`config.mk`:
```
export PLATFORM = sky130hd
export DESIGN_NAME = bab_ctrl
export DESIGN_NICKNAME = d
export VERILOG_FILES = /design/src/hdl/bab_pkg.sv /design/src/hdl/bab_ctrl.sv
export SDC_FILE = /design/constraint.sdc
export NUM_CORES = 1
export LEC_CHECK = 0
export BUFFER_PORTS_ARGS = -buffer_cell sky130_fd_sc_hd__buf_2
export CORE_MARGIN = 8
export CORE_UTILIZATION = 35
export DETAILED_ROUTE_END_ITERATION = 8
export RECOVER_POWER = 25
export SLEW_MARGIN = 20
export SYNTH_ARGS = -nofsm -noshare
export SYNTH_HDL_FRONTEND = slang
export SYNTH_SLANG_ARGS = --single-unit
export TNS_END_PERCENT = 5
```
`constraint.sdc`:
```
create_clock -name clk -period 2 [get_ports clk]
set_input_delay 0.2 -clock clk [delete_from_list [all_inputs] [get_ports clk]]
set_output_delay 0.2 -clock clk [all_outputs]
set_load 0.02 [all_outputs]
```
`src/hdl/bab_pkg.sv`:
```
// Shared types and constants for the box average binning block.
// No dependencies; every other file in hdl but bab_serdiv refers to this package.
package bab_pkg;

  localparam int SAMPLE_W      = 32;
  localparam int SUM_W         = 40;
  localparam int FACT_W        = 5;
  localparam int SIZE_W        = 13;
  localparam int POS_W         = 12;
  localparam int DEN_W         = 2 * FACT_W;
  localparam int CFG_IDX_W     = 2;
  localparam int CFG_DATA_W    = SIZE_W;

  localparam int MAX_WIDTH_DEF = 4096;
  localparam int MAX_BIN       = 16;
  localparam int MAX_HEIGHT    = 4096;

  localparam logic [CFG_IDX_W-1:0] CFG_BIN_X        = 2'd0;
  localparam logic [CFG_IDX_W-1:0] CFG_BIN_Y        = 2'd1;
  localparam logic [CFG_IDX_W-1:0] CFG_LINE_WIDTH   = 2'd2;
  localparam logic [CFG_IDX_W-1:0] CFG_FRAME_HEIGHT = 2'd3;

  typedef struct packed {
    logic accept;
    logic eval;
    logic acc;
    logic div_start;
    logic out_load;
    logic fix_start;
    logic fix_commit;
  } ctrl_cmd_t;

  typedef struct packed {
    logic dirty;
    logic in_block;
    logic end_x;
    logic end_y;
    logic avg_busy;
    logic fix_busy;
    logic out_free;
  } dp_sts_t;

endpackage

```
`src/hdl/bab_ctrl.sv`:
```
// Controller state machine for the box average binning block.
// Drives datapath commands from its status; uses bab_pkg.
module bab_ctrl (
  input  logic               clk,
  input  logic               rst_n,
  input  logic               in_valid,
  input  bab_pkg::dp_sts_t   sts,
  output bab_pkg::ctrl_cmd_t cmd,
  output logic               in_stall,
  output logic               cfg_ready
);

  typedef enum logic [7:0] {
    ST_IDLE  = 8'b0000_0001,
    ST_EVAL  = 8'b0000_0010,
    ST_ACC   = 8'b0000_0100,
    ST_DIVGO = 8'b0000_1000,
    ST_DIVW  = 8'b0001_0000,
    ST_OUT   = 8'b0010_0000,
    ST_FIXGO = 8'b0100_0000,
    ST_FIXW  = 8'b1000_0000
  } state_t;

  state_t state_r, state_nxt;

  always_comb begin
    state_nxt = state_r;
    cmd       = '0;
    case (state_r)
      ST_IDLE: begin
        if (sts.dirty) begin
          state_nxt = ST_FIXGO;
        end else if (in_valid) begin
          cmd.accept = 1'b1;
          state_nxt  = ST_EVAL;
        end
      end
      ST_EVAL: begin
        cmd.eval  = 1'b1;
        state_nxt = (sts.in_block && sts.end_x) ? ST_ACC : ST_IDLE;
      end
      ST_ACC: begin
        cmd.acc   = 1'b1;
        state_nxt = sts.end_y ? ST_DIVGO : ST_IDLE;
      end
      ST_DIVGO: begin
        cmd.div_start = 1'b1;
        state_nxt     = ST_DIVW;
      end
      ST_DIVW: begin
        if (!sts.avg_busy) begin
          state_nxt = ST_OUT;
        end
      end
      ST_OUT: begin
        if (sts.out_free) begin
          cmd.out_load = 1'b1;
          state_nxt    = ST_IDLE;
        end
      end
      ST_FIXGO: begin
        cmd.fix_start = 1'b1;
        state_nxt     = ST_FIXW;
      end
      ST_FIXW: begin
        if (!sts.fix_busy) begin
          cmd.fix_commit = 1'b1;
          state_nxt      = ST_IDLE;
        end
      end
      default: begin
        state_nxt = ST_IDLE;
      end
    endcase
  end

  always_ff @(posedge clk) begin
    if (!rst_n) begin
      state_r <= ST_IDLE;
    end else begin
      state_r <= state_nxt;
    end
  end

  assign in_stall  = !((state_r == ST_IDLE) && !sts.dirty);
  assign cfg_ready = (state_r == ST_IDLE);

endmodule
```
==> flow_metrics.py <==
metrics = {
    "critical_path": {
        "worst-path-max-fanout": 7,
        "crit_start": "state_r[0]$_SDFFE_PN1P_",
        "rrSetupSlack_ns": 0.36,
        "r2r-start": "state_r[0]$_SDFFE_PN1P_",
        "crit_type": "reg2out",
        "worstPathRequired_ns": 1.80,
        "rr_endpoint": "state_r[5]$_SDFFE_PN0P_",
        "crit_path_end_kind": "output pin",
        "worstSetupStartpointType": "flip-flop",
        "r2r_cells": 5,
        "crit_arrival_ns": 1.63,
    },
    "worst_hold_path": {
        "holdPathEnd": "state_r[6]$_SDFFE_PN0P_",
        "hp-start": "rst_n",
        "holdPathStages": 2,
        "hp-class": "in2reg",
    },
    "clock_network": {
        "cts_max_level": 1,
        "cts_tree": "done",
        "clock_sinks": 8,
        "cts_inserted_buffers": 3,
        "post-cts-setup-buffers": 0,
        "clock_path_buffers": 2,
        "ctsHoldBuffers": 0,
        "clk_root_buffer_cell": "clkbuf_4",
        "insertion_delay_ns": 0.25,
        "postCtsResizedCells": 0,
        "clkSlewWorstSetupHoldPaths_ns": 0.06,
    },
    "layout": {
        "top_register": "state_r",
        "layout_common_cells": "buf_2, nor2_1, dfxtp_1, nor3_1, nand2_1",
        "n_antenna_cell": 0,
        "fin_nets": 98,
        "layout_commonest_cell": "buf_2",
        "final_cell_area_um2": 604.3,
        "top_regs": "state_r (8)",
        "drive_gt1_share_pct": 29.07,
        "n_fill_cell": 146,
        "largest_register_ffs": 8,
        "area_delta_synth_final_pct": 26.44,
        "stdcell_count": 101,
    },
    "placed_design": {
        "place_inst": 98,
        "place_congestion": 0.7491,
        "placed_area_um2": 586.8,
        "io_buffers": 18,
        "place_hpwl_mm": 1.024,
    },
    "synth": {
        "netlist_area_um2": 478.0,
        "yosys.area.top_type": "dfxtp_1",
        "synth_fp_nets": 75,
        "seq_area_frac_synth_pct": 33.51,
        "ys_async_sr_fraction_pct": 0,
        "synth_area_per_cell_um2": 7.353,
        "synth.distinct_cells": 26,
        "ys_ff_latch": 8,
        "synthCells": 65,
        "yosysWarnings": 0,
        "synthFlopType": "dfxtp_1",
        "yosysTopAreaCellShare_pct": 33.51,
        "synthTopCellsByArea": "dfxtp_1, nor2_1, nor3_1, a21oi_1, nand2_1",
        "synth_edf_count": 0,
    },
    "run": {
        "max_cap_violations": 0,
    },
    "global_routing": {
        "grt_max_degree": 8,
        "grt_pass1_wl_mm": 2.118,
        "groute.usage.overall_pct": 9.989,
        "first_global_vias": 537,
        "grt.overflow.total": 0,
        "antenna_found_initial": 0,
    },
    "die": {
        "die_x_um": 52.96,
        "ios": 19,
        "initial_core_util_pct": 37.20,
        "core_area_mm2": 0.001285,
        "die_area_mm2": 0.002804,
        "row_count": 13,
        "die_h_um": 52.96,
    },
    "routing": {
        "wl_per_cell_um": 12.70,
        "viasPerCell": 5.208,
        "vias": 526,
        "ant_nets": 0,
        "drt_iter0_markers": 6,
        "wl_mm": 1.283,
        "drc_errors": 0,
        "drt_pass1_iterations": 4,
    },
    "timing": {
        "post-route-min-period_ns": 1.825,
        "setup_viol": 0,
        "rsz0062_at_grt": "no",
        "fin_crit_sh_pct": 91.25,
        "slew_headroom_pct": 75.12,
        "tightest_slew_ns": 0.3703,
        "finalHoldViolCount": 0,
        "skew_ns": 0.01093,
        "fmax_ghz": 0.5479,
        "slew_violations": 0,
        "setup_tns_ns": 0,
    },
    "power_and_ir_drop": {
        "p_leak_nw": 0.2671,
        "ir_worst_vdd_mv": 0.3321,
        "power_density_mw_per_mm2": 651.0,
    },
    "outcome": {
        "status": "finished, final reports clean",
    },
}
## power breakdown
group / internal (mW) / switching [mW]
Clock: 0.0684 / 0.0509
Sequential: 0.167 / 0.00945
Combinational: 0.0355 / 0.0627
Total: 0.270 / 0.123
## logic make-up after synthesis
logic type	synth area share, %
xor+xnor	1.833
compound gates	16.49
simple gates	45.03
flops	33.51
buf+inv	3.140
## worst max-delay path: stages, from the launching register on
cell and delay (ns):
dfxtp_1 0.36, nor3_1 0.37, nand2_1 0.20, nor4b_1 0.25, buf_2 0.21
## metal layers
metal | vias to the layer above | GRT usage [%] | share of wire, %
met3 | 2 | 1.961 | 3.2
met2 | 11 | 16.02 | 48
met5 | - | 0 | 0
met1 | 241 | 11.22 | 47
met4 | 0 | 7.759 | 2.1
li1 | 272 | - | -
## worst max-delay path by stage
stage,to,slack [ns],depth (start not counted)
2_1_floorplan,cmd[0],0.27,3
3_3_place_gp,state_r[5]$_SDFFE_PN0P_,0.45,5
3_5_place_dp,state_r[5]$_SDFFE_PN0P_,0.43,5
4_1_cts,cmd[6],0.18,6
5_1_grt,cmd[6],0.02,6
6_report,cmd[0],0.17,4
## stage by stage
stage | power, mW | hold slack (ns) | util [%] | setup slack, ns
3_3_place_gp | 0.2775 | 0.4530 | 45.67 | 0.4461
2_1_floorplan | 0.2446 | 0.3138 | - | 0.2662
3_5_place_dp | 0.2782 | 0.4496 | 45.67 | 0.4265
6_report | 0.3934 | 0.1992 | 47.03 | 0.1749
4_1_cts | 0.4027 | 0.1890 | 47.42 | 0.1804
5_1_grt | 0.4239 | 0.2007 | 47.03 | 0.01898
## synthesized netlist by cell type (all sizes together) (2+ instances only)
| library cell | number |
|---|---|
| nand3b | 2 |
| nor3b | 2 |
| a21oi | 6 |
| nand2 | 6 |
| o21ai | 3 |
| inv | 4 |
| dfxtp | 8 |
| nor2 | 12 |
| nor3 | 7 |
| nand2b | 3 |
## area by class of cell
type                       count  area, um2  share of cell area [%]
clock buffer                   3      22.52                   3.727
multi-input combinational     53      297.8                   49.28
timing repair buffer          18      90.09                   14.91
tap                           15      18.77                   3.106
inverter                       4      15.01                   2.484
sequential                     8      160.2                   26.50
No activity file was read; power rests on OpenSTA's default activity.
